--- src/sv/cmbt_pkg.sv ---
// Shared types and constants for the cell median background threshold block.
package cmbt_pkg;

  localparam int DATA_W    = 16;
  localparam int IDX_W     = 6;
  localparam int CNT_W     = 7;
  localparam int CFG_IDX_W = 2;

  localparam logic [CFG_IDX_W-1:0] REG_EDGE_LEN = 2'd0;
  localparam logic [CFG_IDX_W-1:0] REG_OFFSET   = 2'd1;

  // Buffer write request from the front to the pixel store
  typedef struct packed {
    logic              en;
    logic              bank;
    logic [IDX_W-1:0]  idx;
    logic [DATA_W-1:0] data;
  } wr_req_t;

  // Bank handed back once its last pixel has been read
  typedef struct packed {
    logic en;
    logic bank;
  } rel_t;

  // One finished cell waiting to be drained
  typedef struct packed {
    logic                     bank;
    logic signed [DATA_W-1:0] thresh;
    logic [IDX_W-1:0]         last_idx;
  } job_t;

endpackage

--- src/sv/cmbt_front.sv ---
// Front end: loads cell pixels, keeps a sorted row of the lowest ones, forms the threshold.
module cmbt_front import cmbt_pkg::*; #(
  parameter int MAX_CELL = 8
) (
  input  logic                 clk,
  input  logic                 rst,
  input  logic                 pix_valid,
  output logic                 pix_ready,
  input  logic [DATA_W-1:0]    pix,
  input  logic                 cfg_valid,
  input  logic [CFG_IDX_W-1:0] cfg_index,
  input  logic [DATA_W-1:0]    cfg_data,
  output wr_req_t              wr,
  output logic                 job_valid,
  input  logic                 job_ready,
  output job_t                 job,
  input  rel_t                 rel
);

  localparam int DEPTH = MAX_CELL * MAX_CELL;
  localparam int SR    = (DEPTH - 1) / 2 + 1;
  localparam logic [3:0] SIZE_RST = (MAX_CELL < 8) ? 4'(MAX_CELL) : 4'd8;

  logic [3:0]               esize;
  logic signed [DATA_W-1:0] offset;
  logic [CNT_W-1:0]         fill;
  logic                     bank;
  logic                     fin;
  logic [1:0]               busy;
  logic signed [DATA_W-1:0] srt [SR];
  logic [SR-1:0]            sv;

  logic signed [DATA_W-1:0] srt_next [SR];
  logic signed [DATA_W-1:0] srt_prev [SR];
  logic [SR-1:0]            sv_next;
  logic [SR-1:0]            le;
  logic [SR-1:0]            le_prev;
  logic [1:0]               busy_next;
  logic signed [DATA_W-1:0] med;
  logic [7:0]               nprod;
  logic [CNT_W-1:0]         ncell;
  logic [CNT_W-1:0]         fill_inc;
  logic [3:0]               cfg_size;
  logic                     accept;

  assign accept    = pix_valid && pix_ready;
  assign pix_ready = !fin && !busy[bank];
  assign nprod     = 8'(esize) * 8'(esize);
  assign ncell     = nprod[CNT_W-1:0];
  assign fill_inc  = fill + 1'b1;

  // Clamp the written edge length into 1..MAX_CELL
  always_comb begin
    if (cfg_data[3:0] == 4'd0) begin
      cfg_size = 4'd1;
    end else if (cfg_data[3:0] > 4'(MAX_CELL)) begin
      cfg_size = 4'(MAX_CELL);
    end else begin
      cfg_size = cfg_data[3:0];
    end
  end

  // Insert the new pixel into the sorted row; the largest entry drops off the end
  always_comb begin
    srt_prev[0] = signed'(pix);
    for (int j = 1; j < SR; j++) begin
      srt_prev[j] = srt[j-1];
    end
    for (int j = 0; j < SR; j++) begin
      le[j] = sv[j] && (srt[j] <= signed'(pix));
    end
    le_prev = (le << 1) | SR'(1);
    sv_next = (sv << 1) | SR'(1);
    for (int j = 0; j < SR; j++) begin
      if (le[j]) begin
        srt_next[j] = srt[j];
      end else if (le_prev[j]) begin
        srt_next[j] = signed'(pix);
      end else begin
        srt_next[j] = srt_prev[j];
      end
    end
  end

  // Lower median sits at rank (n-1)/2 of the row
  always_comb begin
    med = srt[0];
    for (int e = 1; e <= MAX_CELL; e++) begin
      if (esize == 4'(e)) begin
        med = srt[(e * e - 1) / 2];
      end
    end
  end

  // Release a drained bank, claim the bank just queued
  always_comb begin
    busy_next = busy;
    if (rel.en) begin
      busy_next[rel.bank] = 1'b0;
    end
    if (fin && job_ready) begin
      busy_next[bank] = 1'b1;
    end
  end

  assign wr.en   = accept;
  assign wr.bank = bank;
  assign wr.idx  = fill[IDX_W-1:0];
  assign wr.data = pix;

  assign job_valid    = fin;
  assign job.bank     = bank;
  assign job.thresh   = med + offset;
  assign job.last_idx = IDX_W'(ncell - 1'b1);

  always_ff @(posedge clk) begin
    if (accept) begin
      for (int j = 0; j < SR; j++) begin
        srt[j] <= srt_next[j];
      end
    end
  end

  always_ff @(posedge clk) begin
    if (rst) begin
      esize  <= SIZE_RST;
      offset <= '0;
      fill   <= '0;
      bank   <= 1'b0;
      fin    <= 1'b0;
      busy   <= '0;
      sv     <= '0;
    end else begin
      busy <= busy_next;
      if (accept) begin
        sv   <= sv_next;
        fill <= fill_inc;
        if (fill_inc == ncell) begin
          fin <= 1'b1;
        end
      end
      if (fin && job_ready) begin
        bank <= !bank;
        fill <= '0;
        sv   <= '0;
        fin  <= 1'b0;
      end
      if (cfg_valid) begin
        case (cfg_index)
          REG_EDGE_LEN: begin
            esize <= cfg_size;
            fill  <= '0;
            sv    <= '0;
          end
          REG_OFFSET: begin
            offset <= signed'(cfg_data);
          end
          default: begin
          end
        endcase
      end
    end
  end

endmodule

--- src/sv/cmbt_queue.sv ---
// Two-entry queue of finished cells between the front and the back.
module cmbt_queue import cmbt_pkg::*; (
  input  logic clk,
  input  logic rst,
  input  logic push_valid,
  output logic push_ready,
  input  job_t push_job,
  output logic pop_valid,
  input  logic pop_ready,
  output job_t pop_job
);

  job_t       slot [2];
  logic       wptr;
  logic       rptr;
  logic [1:0] count;
  logic       push;
  logic       pop;

  assign push_ready = (count != 2'd2);
  assign pop_valid  = (count != 2'd0);
  assign pop_job    = slot[rptr];
  assign push       = push_valid && push_ready;
  assign pop        = pop_valid && pop_ready;

  always_ff @(posedge clk) begin
    if (push) begin
      slot[wptr] <= push_job;
    end
  end

  always_ff @(posedge clk) begin
    if (rst) begin
      wptr  <= 1'b0;
      rptr  <= 1'b0;
      count <= '0;
    end else begin
      if (push) begin
        wptr <= !wptr;
      end
      if (pop) begin
        rptr <= !rptr;
      end
      case ({push, pop})
        2'b10:   count <= count + 1'b1;
        2'b01:   count <= count - 1'b1;
        default: count <= count;
      endcase
    end
  end

endmodule

--- src/sv/cmbt_back.sv ---
// Back end: two-bank pixel store, drains a finished cell and applies the threshold.
module cmbt_back import cmbt_pkg::*; #(
  parameter int MAX_CELL = 8
) (
  input  logic              clk,
  input  logic              rst,
  input  wr_req_t           wr,
  input  logic              job_valid,
  output logic              job_ready,
  input  job_t              job,
  output rel_t              rel,
  output logic              out_valid,
  input  logic              out_ready,
  output logic [DATA_W-1:0] out_pixel,
  output logic              out_last
);

  localparam int DEPTH = MAX_CELL * MAX_CELL;
  localparam int AW    = (DEPTH > 1) ? $clog2(DEPTH) : 1;

  logic [DATA_W-1:0]        mem [2][DEPTH];

  logic                     act;
  logic                     bank;
  logic signed [DATA_W-1:0] thresh;
  logic [IDX_W-1:0]         cnt;
  logic [IDX_W-1:0]         lst;

  logic                     rd_pend;
  logic signed [DATA_W-1:0] rd_data;
  logic signed [DATA_W-1:0] rd_thresh;
  logic                     rd_last;

  logic                     load;
  logic                     issue;
  logic                     at_end;

  assign job_ready = !act;
  assign load      = rd_pend && (!out_valid || out_ready);
  assign issue     = act && (!rd_pend || load);
  assign at_end    = (cnt == lst);

  assign rel.en   = issue && at_end;
  assign rel.bank = bank;

  always_ff @(posedge clk) begin
    if (wr.en) begin
      mem[wr.bank][wr.idx[AW-1:0]] <= wr.data;
    end
    if (issue) begin
      rd_data   <= signed'(mem[bank][cnt[AW-1:0]]);
      rd_thresh <= thresh;
      rd_last   <= at_end;
    end
    if (load) begin
      out_pixel <= (rd_data > rd_thresh) ? rd_data : '0;
      out_last  <= rd_last;
    end
    if (job_valid && job_ready) begin
      bank   <= job.bank;
      thresh <= job.thresh;
      lst    <= job.last_idx;
    end
  end

  always_ff @(posedge clk) begin
    if (rst) begin
      act       <= 1'b0;
      cnt       <= '0;
      rd_pend   <= 1'b0;
      out_valid <= 1'b0;
    end else begin
      if (job_valid && job_ready) begin
        act <= 1'b1;
        cnt <= '0;
      end else if (issue) begin
        cnt <= cnt + 1'b1;
        if (at_end) begin
          act <= 1'b0;
        end
      end
      if (issue) begin
        rd_pend <= 1'b1;
      end else if (load) begin
        rd_pend <= 1'b0;
      end
      if (load) begin
        out_valid <= 1'b1;
      end else if (out_ready) begin
        out_valid <= 1'b0;
      end
    end
  end

endmodule

--- src/sv/cell_median_background_threshold.sv ---
// Top level of the cell median background threshold block.
//
//  channel  | direction | payload
//  s_axis   | in        | tdata[15:0] pixel (signed)
//  m_axis   | out       | tdata[15:0] out_pixel (signed), tlast = last_of_cell
//  cfg      | in        | cfg_index: 0 edge length, 1 threshold offset; cfg_data
//
// Pixels load at one per cycle while s_axis_tready is high. After a cell's last
// pixel the median is taken from the sorted row and the cell is queued. The store
// has two banks: one cell loads while the other drains; s_axis stalls while a cell
// waits to be queued and while both banks are held. Results leave at one per cycle
// while m_axis_tready is high, via a read register and an output register.
// Reset clears control state; the store is not cleared.
module cell_median_background_threshold import cmbt_pkg::*; #(
  parameter int MAX_CELL = 8
) (
  input  logic                 clk,
  input  logic                 rst,
  input  logic                 s_axis_tvalid,
  output logic                 s_axis_tready,
  input  logic [DATA_W-1:0]    s_axis_tdata,   // [15:0] pixel
  output logic                 m_axis_tvalid,
  input  logic                 m_axis_tready,
  output logic [DATA_W-1:0]    m_axis_tdata,   // [15:0] out_pixel
  output logic                 m_axis_tlast,
  input  logic                 cfg_valid,
  output logic                 cfg_ready,
  input  logic [CFG_IDX_W-1:0] cfg_index,
  input  logic [DATA_W-1:0]    cfg_data
);

  wr_req_t wr;
  rel_t    rel;
  logic    fq_valid;
  logic    fq_ready;
  job_t    fq_job;
  logic    qb_valid;
  logic    qb_ready;
  job_t    qb_job;

  assign cfg_ready = 1'b1;

  cmbt_front #(
    .MAX_CELL (MAX_CELL)
  ) u_front (
    .clk       (clk),
    .rst       (rst),
    .pix_valid (s_axis_tvalid),
    .pix_ready (s_axis_tready),
    .pix       (s_axis_tdata),
    .cfg_valid (cfg_valid),
    .cfg_index (cfg_index),
    .cfg_data  (cfg_data),
    .wr        (wr),
    .job_valid (fq_valid),
    .job_ready (fq_ready),
    .job       (fq_job),
    .rel       (rel)
  );

  cmbt_queue u_queue (
    .clk        (clk),
    .rst        (rst),
    .push_valid (fq_valid),
    .push_ready (fq_ready),
    .push_job   (fq_job),
    .pop_valid  (qb_valid),
    .pop_ready  (qb_ready),
    .pop_job    (qb_job)
  );

  cmbt_back #(
    .MAX_CELL (MAX_CELL)
  ) u_back (
    .clk       (clk),
    .rst       (rst),
    .wr        (wr),
    .job_valid (qb_valid),
    .job_ready (qb_ready),
    .job       (qb_job),
    .rel       (rel),
    .out_valid (m_axis_tvalid),
    .out_ready (m_axis_tready),
    .out_pixel (m_axis_tdata),
    .out_last  (m_axis_tlast)
  );

endmodule

--- config.mk ---
export PLATFORM = sky130hd
export DESIGN_NAME = cell_median_background_threshold
export DESIGN_NICKNAME = d
export VERILOG_FILES = /design/src/sv/cmbt_pkg.sv /design/src/sv/cmbt_front.sv /design/src/sv/cmbt_queue.sv /design/src/sv/cmbt_back.sv /design/src/sv/cell_median_background_threshold.sv
export SDC_FILE = /design/constraint.sdc
export NUM_CORES = 2
export LEC_CHECK = 0
export ABC_AREA = 1
export BUFFER_PORTS_ARGS = -buffer_cell sky130_fd_sc_hd__buf_2
export CAP_MARGIN = 0
export CORE_MARGIN = 2
export CORE_UTILIZATION = 28
export CTS_BUF_LIST = sky130_fd_sc_hd__clkbuf_16
export CTS_CLUSTER_SIZE = 25
export DETAILED_ROUTE_END_ITERATION = 6
export PLACE_DENSITY_LB_ADDON = 0.05
export RECOVER_POWER = 100
export SETUP_SLACK_MARGIN = 0.05
export SYNTH_ARGS = -nofsm -noshare
export SYNTH_HDL_FRONTEND = slang
export SYNTH_SLANG_ARGS = --single-unit
export TNS_END_PERCENT = 20
--- constraint.sdc ---
create_clock -name clk -period 4.7 [get_ports clk]
set_input_delay 0.94 -clock clk [delete_from_list [all_inputs] [get_ports clk]]
set_output_delay 0.94 -clock clk [all_outputs]
set_load 0.01 [all_outputs]
==> summary.md <==
| Metric | Value |
|---|---|
| Clock tree from TritonCTS | `built` |
| RSZ-0062 raised after global routing | `no` |
| Leak | `53.2 nW` |
| Routed WL | `484,000 um` |
| Post-synthesis async set-or-reset flop share | `0` |
| Vias/cell | `4.98` |
| Synthesis-to-finish area growth | `15.6%` |
| Portion of synthesized cell area occupied by the leading cell type | `0.643` |
| Launch point of the worst hold path | `cfg_data[7]` |
| Final number of setup-violating endpoints | `0` |
| Post-synthesis cell count | `11,300` |
| Endpoint class of the critical path | `register` |
| Routed WL per cell | `27.3 um` |
| Cell taking the most area after synthesis | `sky130_fd_sc_hd__edfxtp_1` |
| Hold Fails Final Rpt | `0` |
| Number of synthesized flops with an enable pin | `2,676` |
| Clock Pin Slew Worst Setup and Hold Paths | `0.06 ns` |
| Seq cells post-synth | `2,752` |
| Worst Tran Pin Value | `about 3.6 ns` |
| Count of distinct cell types in the synthesized netlist | `a little under 50` |
| Setup clock skew after layout | `0.0550 ns` |
| Post CTS Setup Buffer Count | `0` |
| Remaining design rule violation count | `0` |
| Area of all placed cells without fillers | `roughly 140,000 um2` |
| Post-synthesis instance area | `125,000 um2` |
| Initial antenna violation count | `26` |
| Total number of vias | `88,300` |
| Reg-to-reg setup timing slack | `0.02 ns` |
| Total iterations of the first detailed-routing run | `5` |
| I/O pins | `59` |
| Critical Path Start Type | `register` |
| Worst Path Required | `5.29 ns` |
| Total cell area at the placement stage | `135,000 um2` |
| Count of cells along the worst hold path | `3` |
| Maximum clock rate | `213 MHz` |
| Largest net degree at the start of global routing | `around 100` |
| Post-route total power | `71.4 mW` |
| Vias in the first global route | `87,400` |
| Area enclosed by the die boundary | `around 450,000 um2` |
| Fin crit share | `0.997` |
| DIE HEIGHT | `672 um` |
| Highest-delay cell along the critical path | `sky130_fd_sc_hd__nor3_1` |
| Sum Neg Setup Slack | `0 ns` |
| Fraction of layout instances using a drive strength above 1 | `0.0802` |
| Clock H-tree levels | `5` |
| Max Transition Viols Final | `1,735` |
| Placer's final routability congestion estimate | `0.846` |
| Predominant post-synthesis flop cell | `sky130_fd_sc_hd__edfxtp_1` |
| Power density relative to cell area | `494 nW/um2` |
| Ordered list of cells on the worst path | `inv_1 > nand2_1 > a21oi_1 > nand2_1 > nor3_1 > clkbuf_1 > nand2_1 > nor2_2 > clkbuf_4` |
| Critical path start-end classification | `register to register` |
| Number of buffers added on ports | `57` |
| Result of the run | `complete, but fails checks` |
| HPWL after detailed placement | `between 300,000 and 400,000 um` |
| Endpoint arrival time on the critical path | `between 5 and 6 ns` |
| Worst hold path type | `input port to register` |
| Buffer depth of the longest clock path | `4` |
| Largest incremental delay on the critical path | `1.50 ns` |
| Number of buffers created by CTS | `338` |
| Final period demand of the worst path | `4.68 ns` |
| Violated checks | `max-capacitance violations, max-slew violations` |
| Master cell of the clock root buffer | `sky130_fd_sc_hd__clkbuf_16` |
| Depth of the worst register-to-register path | `9` |
| Max-cap violation count | `47` |
| Clk sinks | `2,752` |
| Starting density of the core | `0.281` |
| Most area-consuming cells after synthesis | `sky130_fd_sc_hd__edfxtp_1 64%, sky130_fd_sc_hd__nand2_1 7.6%, sky130_fd_sc_hd__ha_1 5.5%` |
| Number of nets still failing antenna checks after routing | `0` |
| Worst slew margin | `-1.43` |
| Min-Delay Endpoint | `u_front.offset[7]$_SDFFE_PP0P_` |
| Warning count from the yosys run | `0` |
| Clock insertion delay at the later pin of the skew report | `0.95 ns` |
| Post-Syn Area per Cell | `approximately 11 um2` |
| Crit path max fanout | `16` |
| Placement Rows | `245` |
| Die Wd | `672 um` |
| Overall fraction of global-route tracks in use | `0.209` |
| Global-route wire length before repair | `683,000 um` |
| Critical Path Most Common Cell | `sky130_fd_sc_hd__nand2_1` |
| Worst hold slack | `0.263 ns` |
| GR Overflow Total | `0` |
| Post-layout nets | `about 12,000` |
| Net count after synthesis | `between 10,000 and 15,000` |
| End of the worst register-to-register path | `u_back.mem[0][60]$_DFFE_PP_` |
| DRC marker count from the first detailed-route iteration | `roughly 7,400` |
| R2R Path Start | `u_front.job_valid$_SDFFE_PP0P_` |
| Floorplan Core Area | `445,000 um2` |
| Fraction of the yosys area taken by sequential cells | `0.655` |
| Worst vdd rail ir drop | `0.000296 V` |
-- kinds of logic (layout without fill, tap and decap cells) --
logic type | after synthesis | in the layout | synth area share
compound gates | 2179 | 2179 | 0.100
mux | 24 | 24 | 0.00192
buf+inv | 987 | 1502 | 0.0326
other cells | 1 | 16 | 0.0000300
xor+xnor | 29 | 29 | 0.00203
flops | 2752 | 2752 | 0.655
fa+ha+maj | 555 | 555 | 0.0557
simple gates | 4743 | 4743 | 0.152
-- layout by cell type, fill, tap and decap left out, types with 51 or more instances in the layout --
cell	Yosys	routed
sky130_fd_sc_hd__o221ai_1	80	80
sky130_fd_sc_hd__nor2_1	1382	1349
sky130_fd_sc_hd__clkinv_2	0	60
sky130_fd_sc_hd__clkbuf_16	0	348
sky130_fd_sc_hd__o21ai_0	926	926
sky130_fd_sc_hd__clkbuf_2	0	120
sky130_fd_sc_hd__nand2_1	2518	2516
sky130_fd_sc_hd__o22ai_1	93	93
sky130_fd_sc_hd__clkbuf_1	357	133
sky130_fd_sc_hd__a21boi_0	109	109
sky130_fd_sc_hd__buf_12	0	51
sky130_fd_sc_hd__a21oi_1	527	527
sky130_fd_sc_hd__o211ai_1	207	207
sky130_fd_sc_hd__nand3_1	697	698
sky130_fd_sc_hd__edfxtp_1	2676	2676
sky130_fd_sc_hd__inv_1	337	404
sky130_fd_sc_hd__nor3_1	53	52
sky130_fd_sc_hd__o21ai_1	96	96
sky130_fd_sc_hd__ha_1	553	553
sky130_fd_sc_hd__o2111ai_1	55	55
sky130_fd_sc_hd__buf_4	24	204
sky130_fd_sc_hd__dfxtp_1	76	72
sky130_fd_sc_hd__clkinv_1	3	74
-- report_power, final --
part | total [mW] | internal [mW] | switching, mW
Sequential | 29.4 | 28.3 | 1.16
Clock | 25.7 | 15.0 | 10.7
Combinational | 16.2 | 4.44 | 11.8
Total | 71.4 | 47.7 | 23.7
-- registers in the layout, indices dropped and copies added, names as in the netlist, 2 cells and up --
signal,flops
u_back.cnt,6
u_back.lst,5
u_back.mem,2048
u_back.out_pixel,16
u_back.rd_data,16
u_back.rd_thresh,16
u_back.thresh,16
u_front.busy,2
u_front.esize,4
u_front.fill,7
u_front.offset,16
u_front.srt,512
u_front.sv,32
u_queue.count,2
u_queue.slot,44
-- cell type report --
type	count	area (um2)
Clock buffer	348	8710
Multi-Input combinational cell	7531	39100
Inverter	345	1340
Clock inverter	260	2040
Sequential cell	2752	81900
Antenna cell	15	37.5
Tap cell	5928	7420
Fill cell	44900	300000
Timing Repair Buffer	549	3930
-- metrics by stage --
stage / instances / setup WS, ns / utilization
floorplan: 11300 / 0.130 / -
global placement: 17100 / 0.303 / 0.303
detailed placement: 17100 / 0.313 / 0.303
CTS: 17700 / 0.286 / 0.327
global route: 17700 / 0.109 / 0.325
finish: 17700 / 0.0158 / 0.325
-- worst max path at each step --
stage / from / endpoint / cells after the start
global placement: u_front.esize[0]$_SDFFE_PP0P_ / u_queue.slot[0][21]$_DFFE_PP_ / 21
CTS: u_front.esize[0]$_SDFFE_PP0P_ / u_queue.slot[0][16]$_DFFE_PP_ / 17
finish: u_front.job_valid$_SDFFE_PP0P_ / u_back.mem[0][60]$_DFFE_PP_ / 9
global route: u_front.bank$_SDFFE_PP0P_ / u_back.mem[0][835]$_DFFE_PP_ / 9
floorplan: s_axis_tdata[15] / u_front.srt[1][112]$_DFFE_PP_ / 10
detailed placement: u_front.esize[0]$_SDFFE_PP0P_ / u_queue.slot[0][16]$_DFFE_PP_ / 17
-- worst max-delay path, delay by kind of cell, from the launching register on --
family	cells	cell delay, ns
simple gates	5	2.50
compound gates	1	0.32
buf+inv	3	1.18
flops	1	0.29
-- per-layer routing --
metal / global-route usage / vias up / share of wire
met2: 0.359 / 2044 / 0.48
met5: 0 / - / 0.000068
met1: 0.284 / 44800 / 0.45
li1: - / 40800 / -
met3: 0.0198 / 577 / 0.038
met4: 0.0529 / 4 / 0.027
-- synthesized netlist by cell type, drive strengths merged (3+ instances only) --
library cell and number:
inv 342, ha 553, nand2 2520, clkinv 3
nand4 50, a21oi 527, xnor2 5, o22ai 93
clkbuf 357, o21ai 1022, nor3 54, o211ai 207
mux2i 24, edfxtp 2676, nor2 1386, a211oi 23
o21a 5, nand3 699, nand3b 9, o2111ai 55
xor2 24, or2 6, a21boi 110, a21o 10
dfxtp 76, nor3b 3, a31oi 14, buf 285
o21bai 29, o221ai 80, nor4 14
-- timing repair --
item                                    CTS  global route
resized for setup                         0             2
hold buffers                              0             0
endpoints found under the setup margin    0             8
(Power assumes the default switching activity.)
